File: src/hw/rtl/dlr_pkg.sv
// Shared constants for the styled DDA line rasterizer.
// Standalone package; the rasterizer top level imports it.
package dlr_pkg;

  // Default geometry and dot spacing
  localparam int unsigned COORD_BITS_DEF = 10;
  localparam int unsigned FRAC_BITS_DEF  = 16;
  localparam int unsigned DOT_PERIOD_DEF = 4;

  // APB register port
  localparam int unsigned APB_DATA_W = 32;
  localparam int unsigned APB_ADDR_W = 5;
  localparam int unsigned REG_IDX_W  = APB_ADDR_W - 2;

  // Register indexes (byte address is 4 * index)
  localparam logic [REG_IDX_W-1:0] REG_START_X    = 3'd0;
  localparam logic [REG_IDX_W-1:0] REG_START_Y    = 3'd1;
  localparam logic [REG_IDX_W-1:0] REG_END_X      = 3'd2;
  localparam logic [REG_IDX_W-1:0] REG_END_Y      = 3'd3;
  localparam logic [REG_IDX_W-1:0] REG_LINE_STYLE = 3'd4;

  // Line style codes; the unused code draws as normal
  localparam int unsigned STYLE_W = 2;
  localparam logic [STYLE_W-1:0] STYLE_NORMAL = 2'd0;
  localparam logic [STYLE_W-1:0] STYLE_DOTTED = 2'd1;
  localparam logic [STYLE_W-1:0] STYLE_BOLD   = 2'd2;

endpackage

File: src/hw/rtl/dda_line_rasterizer_styled.sv
// Styled DDA line rasterizer: APB endpoint/style registers, tick input, pixel output.
// Depends on dlr_pkg for default parameters, register indexes and style codes.
//
//  channel | signals                                           | direction
//  --------+---------------------------------------------------+----------
//  tick    | in_valid_i, in_stall_o, restart_i                 | in
//  pixel   | out_valid_o, out_stall_i, pixel_x_o, pixel_y_o,   | out
//          | last_of_step_o, line_done_o                       |
//  config  | psel, penable, pwrite, paddr, pwdata, prdata,     | in/out
//          | pready                                            |
//
// Per tick: an advance tick emits the pixels of one step (normal 1, bold 4 as a 2x2 block,
//   a dotted gap none); a tick with no line in progress is taken and ignored.
// A restart tick runs the shared restoring divider, one quotient bit a cycle,
//   x increment first and then y; a zero-length line skips the divider.
// The output register holds one pixel; out_stall_i holds it and pauses the pixel
//   sequencer. in_stall_o is high while a tick is being worked on.
// Reset clears the line state; no line is active until a restart tick.
module dda_line_rasterizer_styled #(
  parameter int unsigned COORD_BITS = dlr_pkg::COORD_BITS_DEF,
  parameter int unsigned FRAC_BITS  = dlr_pkg::FRAC_BITS_DEF,
  parameter int unsigned DOT_PERIOD = dlr_pkg::DOT_PERIOD_DEF
) (
  input  logic                            clk_i,
  input  logic                            rst_ni,
  // tick channel
  input  logic                            in_valid_i,
  output logic                            in_stall_o,
  input  logic                            restart_i,
  // pixel channel
  output logic                            out_valid_o,
  input  logic                            out_stall_i,
  output logic [COORD_BITS:0]             pixel_x_o,
  output logic [COORD_BITS:0]             pixel_y_o,
  output logic                            last_of_step_o,
  output logic                            line_done_o,
  // configuration port
  input  logic                            psel,
  input  logic                            penable,
  input  logic                            pwrite,
  input  logic [dlr_pkg::APB_ADDR_W-1:0]  paddr,
  input  logic [dlr_pkg::APB_DATA_W-1:0]  pwdata,
  output logic [dlr_pkg::APB_DATA_W-1:0]  prdata,
  output logic                            pready
);
  import dlr_pkg::*;

  localparam int unsigned ACC_W = COORD_BITS + FRAC_BITS;  // unsigned Q(C).(F)
  localparam int unsigned INC_W = FRAC_BITS + 2;           // signed Q1.(F)
  localparam int unsigned QUO_W = FRAC_BITS + 1;           // quotient magnitude
  localparam int unsigned REM_W = COORD_BITS + 1;          // divider remainder
  localparam int unsigned CNT_W = $clog2(FRAC_BITS + 1);
  localparam int unsigned DOT_W = $clog2(DOT_PERIOD);

  typedef enum logic [1:0] {
    S_IDLE,
    S_DIV,
    S_EMIT
  } state_e;

  // ---------------------------------------------------------------------------
  // Configuration registers
  // ---------------------------------------------------------------------------
  logic [COORD_BITS-1:0] start_x_q, start_y_q, end_x_q, end_y_q;
  logic [STYLE_W-1:0]    style_q;
  logic                  cfg_wr;
  logic [REG_IDX_W-1:0]  cfg_idx;

  assign pready  = 1'b1;
  assign cfg_wr  = psel && penable && pwrite;
  assign cfg_idx = paddr[APB_ADDR_W-1:2];

  always_ff @(posedge clk_i or negedge rst_ni) begin
    if (!rst_ni) begin
      start_x_q <= '0;
      start_y_q <= '0;
      end_x_q   <= '0;
      end_y_q   <= '0;
      style_q   <= STYLE_NORMAL;
    end else if (cfg_wr) begin
      case (cfg_idx)
        REG_START_X:    start_x_q <= pwdata[COORD_BITS-1:0];
        REG_START_Y:    start_y_q <= pwdata[COORD_BITS-1:0];
        REG_END_X:      end_x_q   <= pwdata[COORD_BITS-1:0];
        REG_END_Y:      end_y_q   <= pwdata[COORD_BITS-1:0];
        REG_LINE_STYLE: style_q   <= pwdata[STYLE_W-1:0];
        default: ;  // drop writes past the register list
      endcase
    end
  end

  always_comb begin
    case (cfg_idx)
      REG_START_X:    prdata = APB_DATA_W'(start_x_q);
      REG_START_Y:    prdata = APB_DATA_W'(start_y_q);
      REG_END_X:      prdata = APB_DATA_W'(end_x_q);
      REG_END_Y:      prdata = APB_DATA_W'(end_y_q);
      REG_LINE_STYLE: prdata = APB_DATA_W'(style_q);
      default:        prdata = '0;
    endcase
  end

  // ---------------------------------------------------------------------------
  // Line state, divider and pixel sequencer
  // ---------------------------------------------------------------------------
  state_e                state_q, state_d;
  logic [ACC_W-1:0]      x_acc_q, x_acc_d, y_acc_q, y_acc_d;
  logic [INC_W-1:0]      x_inc_q, x_inc_d, y_inc_q, y_inc_d;
  logic [COORD_BITS-1:0] step_q, step_d, total_q, total_d;
  logic                  active_q, active_d;
  logic [DOT_W-1:0]      dot_q, dot_d;
  logic [1:0]            pix_q, pix_d;
  // divider
  logic                  axis_q, axis_d;      // 0: x increment, 1: y increment
  logic [CNT_W-1:0]      cnt_q, cnt_d;
  logic [REM_W-1:0]      rem_q, rem_d;
  logic [QUO_W-1:0]      quo_q, quo_d;
  logic                  x_neg_q, x_neg_d, y_neg_q, y_neg_d;
  logic [COORD_BITS-1:0] ay_q, ay_d;
  // output register
  logic                  out_valid_q, out_valid_d;
  logic [COORD_BITS:0]   px_out_q, px_out_d, py_out_q, py_out_d;
  logic                  last_q, last_d, done_out_q, done_out_d;

  // Restart arithmetic on the configured endpoints
  logic                  dx_neg, dy_neg;
  logic [COORD_BITS-1:0] ax, ay, steps;
  assign dx_neg = end_x_q < start_x_q;
  assign dy_neg = end_y_q < start_y_q;
  assign ax     = dx_neg ? start_x_q - end_x_q : end_x_q - start_x_q;
  assign ay     = dy_neg ? start_y_q - end_y_q : end_y_q - start_y_q;
  assign steps  = (ax > ay) ? ax : ay;

  // Shared compare/subtract unit of the restoring divider
  logic             div_ge;
  logic [REM_W-1:0] div_diff, div_keep;
  logic [QUO_W-1:0] quo_next;
  logic [INC_W-1:0] inc_mag, inc_signed;
  logic             div_last;
  assign div_ge     = rem_q >= {1'b0, total_q};
  assign div_diff   = rem_q - {1'b0, total_q};
  assign div_keep   = div_ge ? div_diff : rem_q;
  assign quo_next   = {quo_q[QUO_W-2:0], div_ge};
  assign inc_mag    = {1'b0, quo_next};
  assign inc_signed = (axis_q ? y_neg_q : x_neg_q) ? INC_W'(0) - inc_mag : inc_mag;
  assign div_last   = cnt_q == CNT_W'(FRAC_BITS);

  // Rounded pixel position: (acc + half) >> FRAC_BITS, round half up
  logic [ACC_W:0]      x_round, y_round;
  logic [COORD_BITS:0] px, py;
  assign x_round = {1'b0, x_acc_q} + (ACC_W + 1)'(1 << (FRAC_BITS - 1));
  assign y_round = {1'b0, y_acc_q} + (ACC_W + 1)'(1 << (FRAC_BITS - 1));
  assign px      = x_round[ACC_W:FRAC_BITS];
  assign py      = y_round[ACC_W:FRAC_BITS];

  // Pixels of the current step
  logic is_bold, emit_any, pix_last, step_done;
  assign is_bold   = style_q == STYLE_BOLD;
  assign emit_any  = !((style_q == STYLE_DOTTED) && (dot_q != '0));
  assign pix_last  = !is_bold || (pix_q == 2'd3);
  assign step_done = step_q == total_q;

  always_comb begin
    state_d     = state_q;
    x_acc_d     = x_acc_q;
    y_acc_d     = y_acc_q;
    x_inc_d     = x_inc_q;
    y_inc_d     = y_inc_q;
    step_d      = step_q;
    total_d     = total_q;
    active_d    = active_q;
    dot_d       = dot_q;
    pix_d       = pix_q;
    axis_d      = axis_q;
    cnt_d       = cnt_q;
    rem_d       = rem_q;
    quo_d       = quo_q;
    x_neg_d     = x_neg_q;
    y_neg_d     = y_neg_q;
    ay_d        = ay_q;
    out_valid_d = out_valid_q && out_stall_i;
    px_out_d    = px_out_q;
    py_out_d    = py_out_q;
    last_d      = last_q;
    done_out_d  = done_out_q;

    case (state_q)
      S_IDLE: begin
        if (in_valid_i) begin
          if (restart_i) begin
            // Latch the endpoints and load the start point
            total_d  = steps;
            x_acc_d  = {start_x_q, FRAC_BITS'(0)};
            y_acc_d  = {start_y_q, FRAC_BITS'(0)};
            step_d   = '0;
            dot_d    = '0;
            pix_d    = '0;
            active_d = 1'b1;
            x_neg_d  = dx_neg;
            y_neg_d  = dy_neg;
            ay_d     = ay;
            if (steps == '0) begin
              // Zero-length line: a single step, no division
              x_inc_d = '0;
              y_inc_d = '0;
              state_d = S_EMIT;
            end else begin
              axis_d  = 1'b0;
              cnt_d   = '0;
              rem_d   = {1'b0, ax};
              quo_d   = '0;
              state_d = S_DIV;
            end
          end else if (active_q) begin
            pix_d   = '0;
            state_d = S_EMIT;
          end
        end
      end

      S_DIV: begin
        rem_d = {div_keep[REM_W-2:0], 1'b0};
        quo_d = quo_next;
        cnt_d = cnt_q + CNT_W'(1);
        if (div_last) begin
          cnt_d = '0;
          quo_d = '0;
          if (!axis_q) begin
            x_inc_d = inc_signed;
            axis_d  = 1'b1;
            rem_d   = {1'b0, ay_q};
          end else begin
            y_inc_d = inc_signed;
            state_d = S_EMIT;
          end
        end
      end

      S_EMIT: begin
        if (!emit_any || !out_valid_q || !out_stall_i) begin
          if (emit_any) begin
            out_valid_d = 1'b1;
            px_out_d    = px + (COORD_BITS + 1)'(is_bold & pix_q[0]);
            py_out_d    = py + (COORD_BITS + 1)'(is_bold & pix_q[1]);
            last_d      = pix_last;
            done_out_d  = step_done;
          end
          if (!emit_any || pix_last) begin
            // Step complete: advance the line or end it
            pix_d   = '0;
            state_d = S_IDLE;
            if (step_done) begin
              active_d = 1'b0;
            end else begin
              x_acc_d = x_acc_q + {{(ACC_W - INC_W){x_inc_q[INC_W-1]}}, x_inc_q};
              y_acc_d = y_acc_q + {{(ACC_W - INC_W){y_inc_q[INC_W-1]}}, y_inc_q};
              step_d  = step_q + COORD_BITS'(1);
              dot_d   = (dot_q == DOT_W'(DOT_PERIOD - 1)) ? '0 : dot_q + DOT_W'(1);
            end
          end else begin
            pix_d = pix_q + 2'd1;
          end
        end
      end

      default: state_d = S_IDLE;
    endcase
  end

  always_ff @(posedge clk_i or negedge rst_ni) begin
    if (!rst_ni) begin
      state_q     <= S_IDLE;
      x_acc_q     <= '0;
      y_acc_q     <= '0;
      x_inc_q     <= '0;
      y_inc_q     <= '0;
      step_q      <= '0;
      total_q     <= '0;
      active_q    <= 1'b0;
      dot_q       <= '0;
      pix_q       <= '0;
      axis_q      <= 1'b0;
      cnt_q       <= '0;
      rem_q       <= '0;
      quo_q       <= '0;
      x_neg_q     <= 1'b0;
      y_neg_q     <= 1'b0;
      ay_q        <= '0;
      out_valid_q <= 1'b0;
      px_out_q    <= '0;
      py_out_q    <= '0;
      last_q      <= 1'b0;
      done_out_q  <= 1'b0;
    end else begin
      state_q     <= state_d;
      x_acc_q     <= x_acc_d;
      y_acc_q     <= y_acc_d;
      x_inc_q     <= x_inc_d;
      y_inc_q     <= y_inc_d;
      step_q      <= step_d;
      total_q     <= total_d;
      active_q    <= active_d;
      dot_q       <= dot_d;
      pix_q       <= pix_d;
      axis_q      <= axis_d;
      cnt_q       <= cnt_d;
      rem_q       <= rem_d;
      quo_q       <= quo_d;
      x_neg_q     <= x_neg_d;
      y_neg_q     <= y_neg_d;
      ay_q        <= ay_d;
      out_valid_q <= out_valid_d;
      px_out_q    <= px_out_d;
      py_out_q    <= py_out_d;
      last_q      <= last_d;
      done_out_q  <= done_out_d;
    end
  end

  assign in_stall_o     = state_q != S_IDLE;
  assign out_valid_o    = out_valid_q;
  assign pixel_x_o      = px_out_q;
  assign pixel_y_o      = py_out_q;
  assign last_of_step_o = last_q;
  assign line_done_o    = done_out_q;

  // ---------------------------------------------------------------------------
  // Assertions
  // ---------------------------------------------------------------------------
  // A new pixel is only loaded by the pixel sequencer
  a_pixel_from_emit: assert property (@(posedge clk_i) disable iff (!rst_ni)
    $rose(out_valid_q) |-> $past(state_q == S_EMIT))
    else $error("pixel loaded outside the emit state");

  // The divider never runs with a zero divisor
  a_div_nonzero: assert property (@(posedge clk_i) disable iff (!rst_ni)
    (state_q == S_DIV) |-> (total_q != '0))
    else $error("divider running on a zero-length line");

  // The step index never passes the final step of an active line
  a_step_bound: assert property (@(posedge clk_i) disable iff (!rst_ni)
    active_q |-> (step_q <= total_q))
    else $error("step index beyond the final step");

  // A line ends only at its final step, in the pixel sequencer
  a_line_end: assert property (@(posedge clk_i) disable iff (!rst_ni)
    $fell(active_q) |-> $past((state_q == S_EMIT) && (step_q == total_q)))
    else $error("line ended before its final step");

endmodule
File: config.mk
export PLATFORM = sky130hd
export DESIGN_NAME = dda_line_rasterizer_styled
export DESIGN_NICKNAME = d
export VERILOG_FILES = /design/src/hw/rtl/dlr_pkg.sv /design/src/hw/rtl/dda_line_rasterizer_styled.sv
export SDC_FILE = /design/constraint.sdc
export NUM_CORES = 1
export LEC_CHECK = 0
export CORE_ASPECT_RATIO = 1.75
export CORE_MARGIN = 4
export CORE_UTILIZATION = 55
export DETAILED_ROUTE_END_ITERATION = 10
export DONT_BUFFER_PORTS = 1
export GPL_ROUTABILITY_DRIVEN = 0
export HOLD_SLACK_MARGIN = 0.15
export PLACE_DENSITY = 0.75
export SLEW_MARGIN = 25
export SYNTH_ARGS = -nofsm -noshare
export SYNTH_HDL_FRONTEND = slang
export SYNTH_SLANG_ARGS = --single-unit
File: constraint.sdc
create_clock -name clk_i -period 8.6 [get_ports clk_i]
set_clock_uncertainty 0.05 [all_clocks]
set_input_delay 1.72 -clock clk_i [delete_from_list [all_inputs] [get_ports clk_i]]
set_output_delay 1.72 -clock clk_i [all_outputs]
set_load 0.01 [all_outputs]
* Word level (Yosys, flattened, before mapping) *
Index checks and enable logic that the tools add are counted.

word-level totals
  flip-flop bits (word level) = 227
  logic and storage cells = 193

operators by class
  bitwise operators = 3
  equal/unequal tests = 24
  reductions and logical operators = 33
  $add $sub $neg = 16
  mux-type cells = 86
  order comparisons = 4

operators with widths
  cell                                                number
  two-way mux 26 bit                                  10
  two-way mux 18 bit                                  8
  one-hot mux 26 bit (2 select lines)                 2
  two-way mux 10 bit                                  9
  one-hot mux 18 bit (2 select lines)                 2
  two-way mux 16 bit                                  4
  two-way mux 11 bit                                  5
  adder 26 x 16 -> 27 bit (second input constant)     2
  adder 26 bit                                        2
  one-hot mux 10 bit (5 select lines)                 1
  subtractor 10 bit                                   5
  two-way mux 2 bit                                   19
  one-hot mux 16 bit (2 select lines)                 1
  AND reduction 6 bit                                 5
  adder 11 x 1 -> 11 bit                              2
  != test 2 bit (second input constant)               11
  one-hot mux 11 bit (2 select lines)                 1
  less-than comparator 10 bit                         2
  two-way mux 5 bit                                   4
  one-hot mux 10 bit (2 select lines)                 1
  subtractor 1 x 17 -> 18 bit (first input constant)  1
  two-way mux 1 bit                                   13
  greater-or-equal comparator 11 x 10 -> 1 bit        1
  adder 10 x 1 -> 10 bit (second input constant)      1
  other kinds (28)                                    54

* Longest topological paths before layout *
  depth after elaboration = 9
  mapped depth = 22

* Worst setup path after synthesis *
Ideal clock, no wire load.

  kind = register -> register
  from = register end_y_q[0]
  to = register rem_q[3]
  period minus slack after synthesis = 4,900 ps
  path slack = 3,700 ps
  data arrival time = 4,725 ps
  stages on the path, launching flop included = 22
  setup time = 125 ps
  path through = dfrtp_1 inv_1 ha_1 inv_1 fa_1 a21o_1 a221o_1 a31oi_4 mux2i_1 xor2_1 inv_1 ha_1 a21oi_1 o21ai_0 a2111oi_0 o211a_1 nor4bb_1 and3_4 a31oi_4 a31oi_4 buf_6 mux2_4

on the way
  word-level cells in the longest chain between the ends = 7
  elaborated cells between the ends (all ways) = 9
  classes of those cells = add/sub (2); order compare (2); eq/ne (1); mux (2); reduce/logical (2)

ends and longest elaborated chain
  what                                                                     line                                                                  source
  start, declared                                                          dda_line_rasterizer_styled.sv:64                                      logic [COORD_BITS-1:0] start_x_q, start_y_q, end_x_q, end_y_q;
  start signal, assigned                                                   dda_line_rasterizer_styled.sv:85                                      REG_END_Y: end_y_q <= pwdata[COORD_BITS-1:0];
  subtractor 10 bit / less-than comparator 10 bit (equally long branches)  dda_line_rasterizer_styled.sv:131, dda_line_rasterizer_styled.sv:129
  two-way mux 10 bit *                                                     dda_line_rasterizer_styled.sv:131                                     assign ay = dy_neg ? start_y_q - end_y_q : end_y_q - start_y_q;
  greater-than comparator 10 bit                                           dda_line_rasterizer_styled.sv:132                                     assign steps = (ax > ay) ? ax : ay;
  two-way mux 10 bit *                                                     dda_line_rasterizer_styled.sv:132
  zero test 10 bit *                                                       dda_line_rasterizer_styled.sv:202                                     if (steps == '0) begin
  != test 2 bit (no line) *                                                n/a
  AND reduction 4 bit (no line) *                                          n/a
  end signal, assigned                                                     dda_line_rasterizer_styled.sv:307                                     rem_q <= rem_d;
  end, declared                                                            dda_line_rasterizer_styled.sv:116                                     logic [REM_W-1:0] rem_q, rem_d;

Every way passes the cells marked *; elsewhere a longest branch is shown, timed or not.
A chain may end at the register's enable or synchronous reset.

* Worst setup path after layout *
  from = register end_y_q[0]
  to = register y_inc_q[1]

on the way
  word-level cells in the longest chain between the ends = 7
  elaborated cells between the ends (all ways) = 9
  classes of those cells = add/sub (2); order compare (2); eq/ne (1); mux (2); reduce/logical (2)

ends and longest elaborated chain
  what                                                                     line                                                                  source
  subtractor 10 bit / less-than comparator 10 bit (equally long branches)  dda_line_rasterizer_styled.sv:131, dda_line_rasterizer_styled.sv:129
  two-way mux 10 bit *                                                     dda_line_rasterizer_styled.sv:131
  greater-than comparator 10 bit                                           dda_line_rasterizer_styled.sv:132
  two-way mux 10 bit *                                                     dda_line_rasterizer_styled.sv:132
  zero test 10 bit *                                                       dda_line_rasterizer_styled.sv:202
  != test 2 bit (no line) *                                                n/a
  AND reduction 6 bit (no line) *                                          n/a
  end signal, assigned                                                     dda_line_rasterizer_styled.sv:299                                     y_inc_q <= y_inc_d;
  end, declared                                                            dda_line_rasterizer_styled.sv:108                                     logic [INC_W-1:0] x_inc_q, x_inc_d, y_inc_q, y_inc_d;

Marked as above.

==> results.txt <==
FF+latch area: 5680 um2
min Tclk post-route: 6.25 ns
Synth Flop Type: dfrtp_1
Final nets: 1,916
CTS Buf Count: 23
CP arrival: 6.56 ns
initial core utilization: 56.1%
DRC: 0
#FFs+latches synth: 227
area of the multi-input gates: 9380 um2
layout cell share with drive strength beyond 1: 6.49%
port buffer count: 0
number of fill cells: 2,459
number of gates resized after CTS: 0
synth top area cells: dfrtp_1 36%, ha_1 9.6%, o21ai_0 5.5%
HPWL after DPL: 30,200 um
sequential element share of the synthesized area: 36.0%
H-tree depth: 1
status: complete, no violations
cell taking the most area after synthesis: dfrtp_1
Tcrit/Tclk final: 72.7%
relative slew slack: 32.8%
GRT Overall Usage: 25.8%
setup ws final: 2.35 ns
critical path peak fanout: 16
fraction of registers with async set/reset: 100%
Syn Std Cell Area: 15,800 um2
die area: 31,500 um2
dpl cell area: 15,900 um2
clock latency on the worst-skew pair: 0.53 ns
crit start category: flip-flop
CTS root buf: clkbuf_16
depth of the worst register-to-register path: 20
Gate Count Post-Synth: 1,780
R2R Path Start: end_y_q[0]
hold buffer count at CTS: 0
Fmax: 160 MHz
Setup Viol. Count Final: 0
Req. time, crit path: 8.91 ns
Setup TNS Final: 0 ns
first-pass GRT wire length: 65,700 um
Worst Setup SP: end_y_q[0]
routed len/inst: 18.9 um
endpoint type of the worst setup path: flip-flop
hold_sp: ay_q[9]
clock buffer depth: 3
DRT Pass-1 Iters: 5
Core Area: 28,100 um2
Synth Warn #: 0
Reg2Reg Capture Point: y_inc_q[1]
Slew Limit Fails: 0
Layout area overhead: 5.94%
unrepaired setup endpoints after global routing: false
Power per Cell Area: 417 nW/um2
Initial DRC Count: 723
maxcap violations: 0
final hold slack: 0.426 ns
Hold Crit Depth: 2
Via density: 6.08
design area: 16,700 um2
Crit Path Category: flip-flop to flip-flop
Worst Max-Slew Pin Slew: 1.01 ns
pre-CTS setup slack: 2.12 ns
number of flops mapped to enable cells by yosys: 0
Worst-path clk slew: 0.06 ns
Clock Sinks: 227
ANT nets after route: 0
ANT cells: 0
Die Span Y: 232 um
DR vias: 12,900
Finished Core Util: 59.5%
final WL: 40,200 um
post-synthesis area per instance: 8.86 um2
P_leak: 7.68 nW
Reg2Reg Setup Slack: 2.35 ns
Final Hold Viols: 0
num rows: 81
CTS tree: built
largest net degree at the start of global routing: 228
vias in the first global route: 13,000
share of the synthesized area in the top cell type: 36.0%
initial antenna violation count: 0
I/O Pins: 104
Worst Hold End: ay_q[9]
# Post-CTS Setup Buffers: 0
hold crit path type: flip-flop to flip-flop
global route overflow: 0
Worst VDD drop: 0.422 mV
Die W: 136 um
Netlist cell types: 75
## worst max-delay path: stages, from the launching register on
cell	delay (ns)
dfrtp_1	0.40
inv_1	0.07
ha_1	0.15
inv_1	0.05
fa_1	0.41
a21o_1	0.23
a221o_1	0.40
a31oi_4	0.45
mux2i_1	0.31
xor2_1	0.42
inv_1	0.17
ha_1	0.33
a21oi_1	0.14
o21ai_0	0.14
a2111oi_0	0.58
o211a_1	0.24
nor4bb_1	0.21
and3_4	0.24
a31oi_4	0.06
nor2_1	0.77
o21ai_0	0.24
## cells by family after synthesis
kind of cell / synth area share, %
buf+inv: 5.10
other cells: 0.0476
compound gates: 20.1
mux: 6.01
fa+ha+maj: 10.5
xor+xnor: 6.89
flops: 36.0
simple gates: 15.3
## cell usage in the layout, fill, tap and decap left out, drive strengths merged, types with 24 or more instances in the layout
cell type and n:
mux2i 29, xor2 49, nor2 123, inv 88
dfrtp 227, xnor2 75, a31oi 29, clkbuf 33
nand3 44, a21oi 119, a21o 37, nand2 223
o21ai 173, a22o 24, ha 121, mux2 41
## power by group
group	internal (mW)	leakage (nW)	switching, mW	total [mW]
logic	1.68	4.55	2.49	4.17
registers	1.41	2.77	0.391	1.80
clock network	0.564	0.356	0.429	0.994
## how the worst max path moves through the flow
| stage | slack, ns | end |
|---|---|---|
| detailed placement | 2.12 | rem_q[1] |
| CTS | 2.10 | rem_q[1] |
| global route | 1.95 | y_inc_q[6] |
| global placement | 2.17 | rem_q[2] |
| finish | 2.35 | y_inc_q[1] |
| floorplan | 3.70 | rem_q[3] |
## routing by layer
layer / GRT usage [%] / wire length, um / up-vias
li1: - / - / 6191
met1: 27.6 / 14500 / 6272
met2: 47.0 / 21100 / 342
met3: 3.47 / 1690 / 136
met4: 16.2 / 2850 / 0
met5: 0 / 0 / -
## synth_stat cells, types with 6 or more instances
master / instances
a211oi_1: 9
a21o_1: 37
a21oi_1: 118
a22o_1: 24
a31oi_1: 26
and2_1: 14
and3_1: 13
and4_1: 6
buf_4: 24
clkbuf_1: 61
dfrtp_1: 227
fa_1: 7
ha_1: 121
inv_1: 87
mux2_2: 37
mux2i_1: 29
mux4_2: 8
nand2_1: 223
nand2b_1: 17
nand3_1: 44
nand4_1: 10
nor2_1: 122
nor2b_1: 21
nor3_1: 14
nor4_1: 7
o211ai_1: 10
o21a_1: 12
o21ai_0: 173
o21bai_1: 12
o22ai_1: 19
o31ai_1: 20
or3_1: 18
xnor2_1: 75
xor2_1: 49
## flip-flops by register name (all words and copies together), names as in the netlist, 5 cells and up
name	cells
pixel_x_o	11
step_q	10
start_x_q	10
end_y_q	10
x_acc_q	26
rem_q	11
cnt_q	5
y_acc_q	26
x_inc_q	18
quo_q	16
end_x_q	10
ay_q	10
total_q	10
pixel_y_o	11
start_y_q	10
y_inc_q	18
## final cells by class
class | instances | share of cell area, %
Sequential cell | 227 | 34.0
Timing Repair Buffer | 13 | 0.704
Inverter | 89 | 2.00
Multi-Input combinational cell | 1389 | 56.1
Clock buffer | 33 | 3.97
Tap cell | 373 | 2.79
Clock inverter | 6 | 0.367
## through the flow
stage | total power [mW] | cells
2_1_floorplan | 4.90 | 1801
3_3_place_gp | 5.79 | 2090
3_5_place_dp | 5.92 | 2090
4_1_cts | 6.94 | 2129
5_1_grt | 7.55 | 2130
6_report | 6.97 | 2130
Power figures use the tool's default switching activity.
